--- src/rtl/slt_pkg.sv ---
`default_nettype none
package slt_pkg;

  localparam int ROW_WIDTH_DEF = 320;

  // pixel is dark when pixel*THR_DEN <= (max+min)*THR_NUM
  localparam int THR_NUM = 5;
  localparam int THR_DEN = 12;

  localparam int PIXEL_W  = 8;
  localparam int OFFSET_W = 12;
  localparam int DRIVE_W  = 16;
  localparam int GAIN_W   = 16;
  localparam int BASE_W   = 8;

  localparam int CFG_ADDR_W = 5;
  localparam int CFG_DATA_W = 32;

  localparam logic [2:0] REG_STEER_GAIN   = 3'd0;
  localparam logic [2:0] REG_BASE_LEFT    = 3'd1;
  localparam logic [2:0] REG_BASE_RIGHT   = 3'd2;
  localparam logic [2:0] REG_SEARCH_LEFT  = 3'd3;
  localparam logic [2:0] REG_SEARCH_RIGHT = 3'd4;

  localparam logic [GAIN_W-1:0] STEER_GAIN_RST   = 16'd655;
  localparam logic [BASE_W-1:0] BASE_LEFT_RST    = 8'd51;
  localparam logic [BASE_W-1:0] BASE_RIGHT_RST   = 8'd45;
  localparam logic [BASE_W-1:0] SEARCH_LEFT_RST  = 8'd44;
  localparam logic [BASE_W-1:0] SEARCH_RIGHT_RST = 8'd51;

endpackage
`default_nettype wire

--- src/rtl/scanline_line_tracker_top.sv ---
// Flow: after the row_end transfer the stored pixels are swept from the row memory, the
// dark-pixel offset sum is divided by the dark count in the bit-serial divider, then
// scaled by the gain and saturated before out_valid rises (no divide or multiply when no pixel is dark).
// Pixels are taken one a cycle while a row fills; in_ready stays low from row_end until
// the result is loaded into the output register. The row memory has a single read port.
// Synchronous active-high reset restores the control registers; no memory clearing pass.
`default_nettype none
module scanline_line_tracker_top #(
  parameter int ROW_WIDTH = slt_pkg::ROW_WIDTH_DEF
) (
  input  logic                                clk,
  input  logic                                rst,
  // pixel stream
  input  logic                                in_valid,
  output logic                                in_ready,
  input  logic [slt_pkg::PIXEL_W-1:0]         pixel,
  input  logic                                row_end,
  // steering result
  output logic                                out_valid,
  input  logic                                out_ready,
  output logic                                line_seen,
  output logic signed [slt_pkg::OFFSET_W-1:0] mean_offset,
  output logic [slt_pkg::DRIVE_W-1:0]         drive_left,
  output logic [slt_pkg::DRIVE_W-1:0]         drive_right,
  // register port
  input  logic                                psel,
  input  logic                                penable,
  input  logic                                pwrite,
  input  logic [slt_pkg::CFG_ADDR_W-1:0]      paddr,
  input  logic [slt_pkg::CFG_DATA_W-1:0]      pwdata,
  output logic [slt_pkg::CFG_DATA_W-1:0]      prdata,
  output logic                                pready
);
  import slt_pkg::*;

  localparam int ADDR_W = $clog2(ROW_WIDTH);
  localparam int CNT_W  = $clog2(ROW_WIDTH + 1);
  localparam int OFS_W  = ADDR_W + 1;          // signed column offset
  localparam int SUM_W  = OFS_W + CNT_W;       // signed offset sum
  localparam int PROD_W = OFFSET_W + GAIN_W + 1;
  localparam int DV_W   = PROD_W - 8;
  localparam int ACC_W  = DV_W + 1;
  localparam logic signed [OFS_W-1:0] HALF = OFS_W'(ROW_WIDTH / 2);

  typedef enum logic [2:0] {S_FILL, S_SCAN, S_DIV, S_MUL, S_DONE} state_t;

  state_t state;

  // ---------------------------------------------------------------
  // Configuration registers
  // ---------------------------------------------------------------
  logic [GAIN_W-1:0] steer_gain;
  logic [BASE_W-1:0] base_left, base_right, search_left, search_right;
  logic              cfg_wr;

  assign pready = 1'b1;
  assign cfg_wr = psel && penable && pwrite;

  always_ff @(posedge clk) begin
    if (rst) begin
      steer_gain   <= STEER_GAIN_RST;
      base_left    <= BASE_LEFT_RST;
      base_right   <= BASE_RIGHT_RST;
      search_left  <= SEARCH_LEFT_RST;
      search_right <= SEARCH_RIGHT_RST;
    end else if (cfg_wr) begin
      case (paddr[4:2])
        REG_STEER_GAIN:   steer_gain   <= pwdata[GAIN_W-1:0];
        REG_BASE_LEFT:    base_left    <= pwdata[BASE_W-1:0];
        REG_BASE_RIGHT:   base_right   <= pwdata[BASE_W-1:0];
        REG_SEARCH_LEFT:  search_left  <= pwdata[BASE_W-1:0];
        REG_SEARCH_RIGHT: search_right <= pwdata[BASE_W-1:0];
        default: ;        // drop writes to unmapped addresses
      endcase
    end
  end

  always_comb begin
    case (paddr[4:2])
      REG_STEER_GAIN:   prdata = CFG_DATA_W'(steer_gain);
      REG_BASE_LEFT:    prdata = CFG_DATA_W'(base_left);
      REG_BASE_RIGHT:   prdata = CFG_DATA_W'(base_right);
      REG_SEARCH_LEFT:  prdata = CFG_DATA_W'(search_left);
      REG_SEARCH_RIGHT: prdata = CFG_DATA_W'(search_right);
      default:          prdata = '0;
    endcase
  end

  // ---------------------------------------------------------------
  // Pixel capture: store each pixel and track the extremes
  // ---------------------------------------------------------------
  logic [CNT_W-1:0]   column_count;
  logic [PIXEL_W-1:0] brightest, darkest;
  logic               in_xfer, store;

  // hold off transfers while reset is high
  assign in_ready = (state == S_FILL) && !rst;
  assign in_xfer  = in_valid && in_ready;
  // ignore pixels beyond the row width (their row_end still ends the row)
  assign store    = in_xfer && (column_count < CNT_W'(ROW_WIDTH));

  // ---------------------------------------------------------------
  // Row sweep: read each stored pixel once and classify it
  // ---------------------------------------------------------------
  logic [CNT_W-1:0]         rd_idx;
  logic                     rd_pend;
  logic [ADDR_W-1:0]        rd_col;
  logic [PIXEL_W-1:0]       rd_data;
  logic                     issue, scan_finish, dark_px;
  logic [11:0]              limit;
  logic signed [OFS_W-1:0]  offset;
  logic signed [SUM_W-1:0]  sum_acc;
  logic [CNT_W-1:0]         dark_cnt;

  assign issue       = (state == S_SCAN) && (rd_idx < column_count);
  assign scan_finish = (state == S_SCAN) && !issue && !rd_pend;
  assign limit       = 12'(({4'd0, brightest} + {4'd0, darkest}) * 12'(THR_NUM));
  assign dark_px     = (12'(rd_data) * 12'(THR_DEN)) <= limit;
  assign offset      = $signed({1'b0, rd_col}) - HALF;

  slt_row_mem #(
    .DEPTH  (ROW_WIDTH),
    .ADDR_W (ADDR_W)
  ) u_row_mem (
    .clk   (clk),
    .we    (store),
    .waddr (column_count[ADDR_W-1:0]),
    .wdata (pixel),
    .raddr (rd_idx[ADDR_W-1:0]),
    .rdata (rd_data)
  );

  always_ff @(posedge clk) begin
    if (rst) begin
      column_count <= '0;
      brightest    <= '0;
      darkest      <= '1;
      rd_idx       <= '0;
      rd_pend      <= 1'b0;
    end else begin
      if (store) begin
        column_count <= column_count + 1'b1;
        if (pixel > brightest) brightest <= pixel;
        if (pixel < darkest)   darkest   <= pixel;
      end
      rd_pend <= issue;
      if (issue) begin
        rd_idx <= rd_idx + 1'b1;
      end
      // restart the row once the sweep has used the extremes
      if (scan_finish) begin
        column_count <= '0;
        brightest    <= '0;
        darkest      <= '1;
        rd_idx       <= '0;
      end
    end
  end

  always_ff @(posedge clk) begin
    if (issue) begin
      rd_col <= rd_idx[ADDR_W-1:0];
    end
    if (in_xfer && row_end) begin
      sum_acc  <= '0;
      dark_cnt <= '0;
    end else if (rd_pend && dark_px) begin
      sum_acc  <= sum_acc + SUM_W'(offset);
      dark_cnt <= dark_cnt + 1'b1;
    end
  end

  // ---------------------------------------------------------------
  // Mean offset: magnitude division, sign applied after
  // ---------------------------------------------------------------
  logic             div_start, div_done, sum_neg;
  logic [SUM_W-1:0] div_dividend, div_quo;

  assign sum_neg      = sum_acc[SUM_W-1];
  assign div_dividend = sum_neg ? SUM_W'(-sum_acc) : SUM_W'(sum_acc);
  assign div_start    = scan_finish && (dark_cnt != '0);

  slt_div #(
    .DVD_W (SUM_W),
    .DVS_W (CNT_W)
  ) u_div (
    .clk      (clk),
    .rst      (rst),
    .start    (div_start),
    .dividend (div_dividend),
    .divisor  (dark_cnt),
    .done     (div_done),
    .quotient (div_quo)
  );

  logic signed [OFFSET_W-1:0] mean_q;
  logic signed [PROD_W-1:0]   prod;

  always_ff @(posedge clk) begin
    if (div_done) begin
      mean_q <= OFFSET_W'(sum_neg ? -$signed(div_quo) : $signed(div_quo));
    end
    if (state == S_MUL) begin
      prod <= mean_q * $signed({1'b0, steer_gain});
    end
  end

  // ---------------------------------------------------------------
  // Drive: base*256 + floor(prod/256), saturated to 16 bits
  // ---------------------------------------------------------------
  logic signed [DV_W-1:0] dv;

  assign dv = $signed(prod[PROD_W-1:8]);

  function automatic logic [DRIVE_W-1:0] sat_drive(input logic [BASE_W-1:0] base,
                                                   input logic signed [DV_W-1:0] d);
    logic signed [ACC_W-1:0] acc;
    acc = $signed(ACC_W'({base, 8'd0})) + ACC_W'(d);
    if (acc < 0) begin
      sat_drive = '0;
    end else if (acc > $signed(ACC_W'(17'hFFFF))) begin
      sat_drive = '1;
    end else begin
      sat_drive = acc[DRIVE_W-1:0];
    end
  endfunction

  // ---------------------------------------------------------------
  // Sequencer and output register
  // ---------------------------------------------------------------
  logic res_seen;

  always_ff @(posedge clk) begin
    if (rst) begin
      state     <= S_FILL;
      out_valid <= 1'b0;
      res_seen  <= 1'b0;
    end else begin
      // drop the result once transferred, unless a new one loads this cycle
      if (out_valid && out_ready && (state != S_DONE)) begin
        out_valid <= 1'b0;
      end
      case (state)
        S_FILL: begin
          if (in_xfer && row_end) state <= S_SCAN;
        end
        S_SCAN: begin
          if (scan_finish) begin
            res_seen <= (dark_cnt != '0);
            state    <= (dark_cnt != '0) ? S_DIV : S_DONE;
          end
        end
        S_DIV: begin
          if (div_done) state <= S_MUL;
        end
        S_MUL: begin
          state <= S_DONE;
        end
        S_DONE: begin
          // hold the result until the output register is free
          if (!out_valid || out_ready) begin
            out_valid <= 1'b1;
            line_seen <= res_seen;
            if (res_seen) begin
              mean_offset <= mean_q;
              drive_left  <= sat_drive(base_left, dv);
              drive_right <= sat_drive(base_right, dv);
            end else begin
              mean_offset <= '0;
              drive_left  <= {search_left, 8'd0};
              drive_right <= {search_right, 8'd0};
            end
            state <= S_FILL;
          end else if (out_valid && out_ready) begin
            out_valid <= 1'b0;
          end
        end
        default: state <= S_FILL;
      endcase
    end
  end

endmodule
`default_nettype wire

--- src/rtl/slt_row_mem.sv ---
`default_nettype none
module slt_row_mem #(
  parameter int DEPTH  = slt_pkg::ROW_WIDTH_DEF,
  parameter int ADDR_W = $clog2(DEPTH)
) (
  input  logic                        clk,
  input  logic                        we,
  input  logic [ADDR_W-1:0]           waddr,
  input  logic [slt_pkg::PIXEL_W-1:0] wdata,
  input  logic [ADDR_W-1:0]           raddr,
  output logic [slt_pkg::PIXEL_W-1:0] rdata
);
  import slt_pkg::*;

  logic [PIXEL_W-1:0] mem [DEPTH];

  always_ff @(posedge clk) begin
    if (we) begin
      mem[waddr] <= wdata;
    end
  end

  always_ff @(posedge clk) begin
    rdata <= mem[raddr];
  end

endmodule
`default_nettype wire

--- src/rtl/slt_div.sv ---
`default_nettype none
// Restoring divider, one quotient bit a cycle.
module slt_div #(
  parameter int DVD_W = 24,
  parameter int DVS_W = 12
) (
  input  logic             clk,
  input  logic             rst,
  input  logic             start,
  input  logic [DVD_W-1:0] dividend,
  input  logic [DVS_W-1:0] divisor,
  output logic             done,
  output logic [DVD_W-1:0] quotient
);
  localparam int STEP_W = $clog2(DVD_W + 1);

  logic [DVS_W:0]   rem;
  logic [DVS_W-1:0] dvs;
  logic [STEP_W-1:0] step;
  logic             run;
  logic [DVS_W:0]   rem_sh;
  logic [DVS_W+1:0] trial;

  assign rem_sh = {rem[DVS_W-1:0], quotient[DVD_W-1]};
  assign trial  = {1'b0, rem_sh} - {2'b00, dvs};

  always_ff @(posedge clk) begin
    if (rst) begin
      run  <= 1'b0;
      done <= 1'b0;
      step <= '0;
    end else begin
      done <= 1'b0;
      if (start) begin
        run  <= 1'b1;
        step <= STEP_W'(DVD_W);
      end else if (run) begin
        step <= step - 1'b1;
        if (step == STEP_W'(1)) begin
          run  <= 1'b0;
          done <= 1'b1;
        end
      end
    end
  end

  always_ff @(posedge clk) begin
    if (start) begin
      quotient <= dividend;
      rem      <= '0;
      dvs      <= divisor;
    end else if (run) begin
      if (!trial[DVS_W+1]) begin
        rem      <= trial[DVS_W:0];
        quotient <= {quotient[DVD_W-2:0], 1'b1};
      end else begin
        rem      <= rem_sh;
        quotient <= {quotient[DVD_W-2:0], 1'b0};
      end
    end
  end

endmodule
`default_nettype wire

--- config.mk ---
export PLATFORM = sky130hd
export DESIGN_NAME = scanline_line_tracker_top
export DESIGN_NICKNAME = d
export VERILOG_FILES = /design/src/rtl/slt_pkg.sv /design/src/rtl/scanline_line_tracker_top.sv /design/src/rtl/slt_row_mem.sv /design/src/rtl/slt_div.sv
export SDC_FILE = /design/constraint.sdc
export NUM_CORES = 2
export LEC_CHECK = 0
export BUFFER_PORTS_ARGS = -buffer_cell sky130_fd_sc_hd__buf_4
export CAP_MARGIN = 20
export CORE_MARGIN = 2
export CORE_UTILIZATION = 35
export DETAILED_ROUTE_END_ITERATION = 6
export PLACE_DENSITY = 0.54
export SYNTH_ARGS = -nofsm -noshare
export SYNTH_HDL_FRONTEND = slang
export SYNTH_SLANG_ARGS = --single-unit
--- constraint.sdc ---
create_clock -name clk -period 7.71 [get_ports clk]
set_input_delay 0.771 -clock clk [delete_from_list [all_inputs] [get_ports clk]]
set_output_delay 0.771 -clock clk [all_outputs]
set_load 0.01 [all_outputs]
==> results_dict.tcl <==
set metrics [dict create \
    status "finished clean" \
    fp-row-count 214 \
    report.final.setup_viol 0 \
    vias_per_cell 5.48 \
    synth-edff-count 2675 \
    post_route_cells_drive_above_1_share_pct 18.6 \
    synthesis.instances 6706 \
    post_synth_mux_area_share_pct 13.7 \
    power.static_leakage_nw 43.1 \
    finalHoldViolCount 0 \
    place.detailed.instances 11105 \
    route.detailed.wl_per_inst_um 28.6 \
    antenna_found_initial 27 \
    tritoncts "done" \
    grt_pass1_vias 64077 \
    clk_latency_ns 0.87 \
    timing.critical_path.mode_cell "fa_1" \
    wl_um 334000 \
    start_util_pct 35.2 \
    cts_post_setup_buffers_inserted 0 \
    asyncSetResetFlopFracSynth_pct 0 \
    tritoncts_num_sinks 2815 \
    synth_top_family_by_area "multiplexers" \
    design.final.nets 7278 \
    synth-seq-area-share_pct 69.5 \
    power.ir.vdd_worst_mv 0.160 \
    stdcell_area_um2 135000 \
    crit_path_cell_trace "nand2_1 -> fa_1 -> fa_1 -> inv_1 -> fa_1 -> fa_1 -> inv_1 -> fa_1 -> inv_1 -> ha_1 -> a21o_1 -> a31o_1 -> a211oi_1 -> a31oi_1 -> or3_1 -> o31a_1 -> a21oi_1 -> xnor2_1" \
    yosysWarningCount 0 \
    fill_cells 30813 \
    htree_num_levels 5 \
    grt_pass1_wl_um 475000 \
    synth_area_per_cell_um2 17.8 \
    chipWidth_um 589 \
    synth.distinct_cells 83 \
    cp_data_arrival_time_ns 6.86 \
    grt_start_max_net_pins 198 \
    criticalPathCategory "flop to flop" \
    synth_top_flop_cell "edfxtp_1" \
    timing.critical_path.max_delay_family "adder cells" \
    synth_compound_area_share_pct 4.05 \
    report.power.total_mw 33.2 \
    max_stage_delay_ns 0.81 \
    grt-ovfl-total 0 \
    ant_nets 0 \
    period_share_pct 81.3 \
    final_core_util_pct 39.7 \
    maxSlewViolCount 0 \
    clk_path_buf_depth 4 \
    max_slew.worst_pin.slew_ns 1.23 \
    maxCapViolCount 0 \
    port_buffers 97 \
    critical_path_buf_inv_count 3 \
    finalSetupTns_ns 0 \
    worst_ep_required_time_ns 8.31 \
    timing.critical_path.to_type "flop" \
    netlist.area_leader.share_pct 67.1 \
    floorplan.io_pins 133 \
    post_synthesis_share_of_cell_area_spent_on_xor_and_xnor_gates_pct 0.878 \
    synth_largest_area_cell "edfxtp_1" \
    timing.max_slew.rel_slack_pct 17.5 \
    place_area_um2 125000 \
    final_cell_count_no_fill 11660 \
    synth-adder-area-share_pct 4.52 \
    floorplan.die_area_um2 347000 \
    post_cts.resized_instances 0 \
    post-route-min-period_ns 6.27 \
    mappedNetlistArea_um2 120000 \
    area_delta_synth_final_pct 12.7 \
    drt_iter0_drc 6396 \
    critical-path-slowest-cell "edfxtp_1" \
    detailroute.via_count 63853 \
    place.gp.congestion 0.820 \
    firstDrtPassIters 5 \
    post_synth_main_area_contributors "edfxtp_1, mux4_2, fa_1, dfxtp_1, ha_1" \
    holdBufCountCts 0 \
    pwr_density_cell_nw_per_um2 246 \
    core_area_um2 340000 \
    yosys_register_bits 2815 \
    synth-simple-area-share_pct 4.42 \
    hold_class "input port to flop" \
    dieHeight_um 589 \
    numCtsBuffers 304 \
    finClkSkew_ns 0.0475 \
    largest_driver_fanout_on_the_critical_path 17 \
    grt_setup_unrepaired "no" \
    worst_setup_hold_path_clk_slew_ns 0.06 \
    hpwl_um 204000 \
    drc 0 \
    startpoint_type "flop" \
    track_usage_pct 18.9 \
    fmax_mhz 160 \
    clock-root-buffer "clkbuf_16" \
]
-- cells in the final DEF (no fill, tap or decap), drive strengths merged, types with 107 or more instances in the layout --
cell type     n
mux2i       205
a22oi       107
nor2        496
nand2       354
clkinv      116
inv         297
dfxtp       140
mux4        624
buf         237
ha          199
fa          146
a21oi       160
clkbuf      386
edfxtp     2675
-- final cells by class --
class | count | area (um^2) | share of cell area (%)
sequential | 2815 | 83200 | 61.7
multi-input combinational | 3233 | 33300 | 24.7
clock buffer | 386 | 8180 | 6.06
tap | 4536 | 5680 | 4.21
timing repair buffer | 237 | 2050 | 1.52
clock inverter | 154 | 1410 | 1.04
inverter | 289 | 1090 | 0.807
antenna | 10 | 25.0 | 0.0186
-- worst paths after layout --
path                                       to   startpoint  slack (ns)  cells after the start
worst max-delay path                 prod[28]    mean_q[3]        1.44                     18
worst min-delay path            steer_gain[9]    pwdata[9]        0.13                      3
worst max register to register       prod[28]    mean_q[3]        1.44                     18
worst min register to register   u_div.dvs[8]  dark_cnt[8]        0.49                      0
-- sequential cells by signal, summed over array words and instances, names as in the netlist, 12 cells and up --
name,flops
u_row_mem.mem,2560
prod,21
sum_acc,19
u_div.quotient,19
drive_left,16
drive_right,16
steer_gain,16
mean_offset,12
mean_q,12
-- synthesized netlist by cell type, drive strengths merged (38+ instances only) --
library cell  count
a221oi           38
a21o             40
dfxtp           140
o21ai            91
a21oi           160
a211oi           44
fa              146
nand3            56
mux4            624
xor2             42
and2             80
inv             288
edfxtp         2675
xnor2            78
a22oi           107
clkbuf          186
nor2            496
mux2i           205
buf             198
nor3             57
ha              199
nand2           354
-- routing by layer --
layer	GRT usage, %	part of all wire [%]	wire length, um	vias up
met5	0	0.0096	32	-
met4	6.21	3.2	10600	4
met2	30.6	48	159000	2526
li1	-	-	-	26743
met3	2.98	7.2	24200	524
met1	26.2	42	140000	34056
-- report_power, final --
part           internal [mW]  total, mW  switching (mW)
clock network           8.31       14.3            5.97
registers               16.8       16.9          0.0771
logic                  0.791       2.01            1.22
total                   25.9       33.2            7.27
-- worst register-to-register path, cell delays in order (launching register included) --
cell and delay, ns:
edfxtp_1 0.81, nand2_1 0.18, fa_1 0.54, fa_1 0.53, inv_1 0.08, fa_1 0.44
fa_1 0.52, inv_1 0.05, fa_1 0.48, inv_1 0.04, ha_1 0.36, a21o_1 0.24
a31o_1 0.19, a211oi_1 0.34, a31oi_1 0.20, or3_1 0.44, o31a_1 0.29, a21oi_1 0.18
xnor2_1 0.10
-- cell families after synthesis --
group / count (synthesis)
XOR/XNOR: 120
AND/OR/NAND/NOR: 1197
adder cells (fa/ha/maj): 345
other: 2
AO/OA/AOI/OAI: 708
buffers and inverters: 673
flip-flops: 2815
multiplexers: 846
-- per-stage QoR --
step           setup WS (ns)  hold slack [ns]
2_1_floorplan           2.02            0.429
3_3_place_gp            1.53            0.477
3_5_place_dp            1.47            0.488
4_1_cts                 1.43           0.0580
5_1_grt                 1.16           0.0996
6_report                1.44            0.127
No activity file was read; power rests on OpenSTA's default activity.
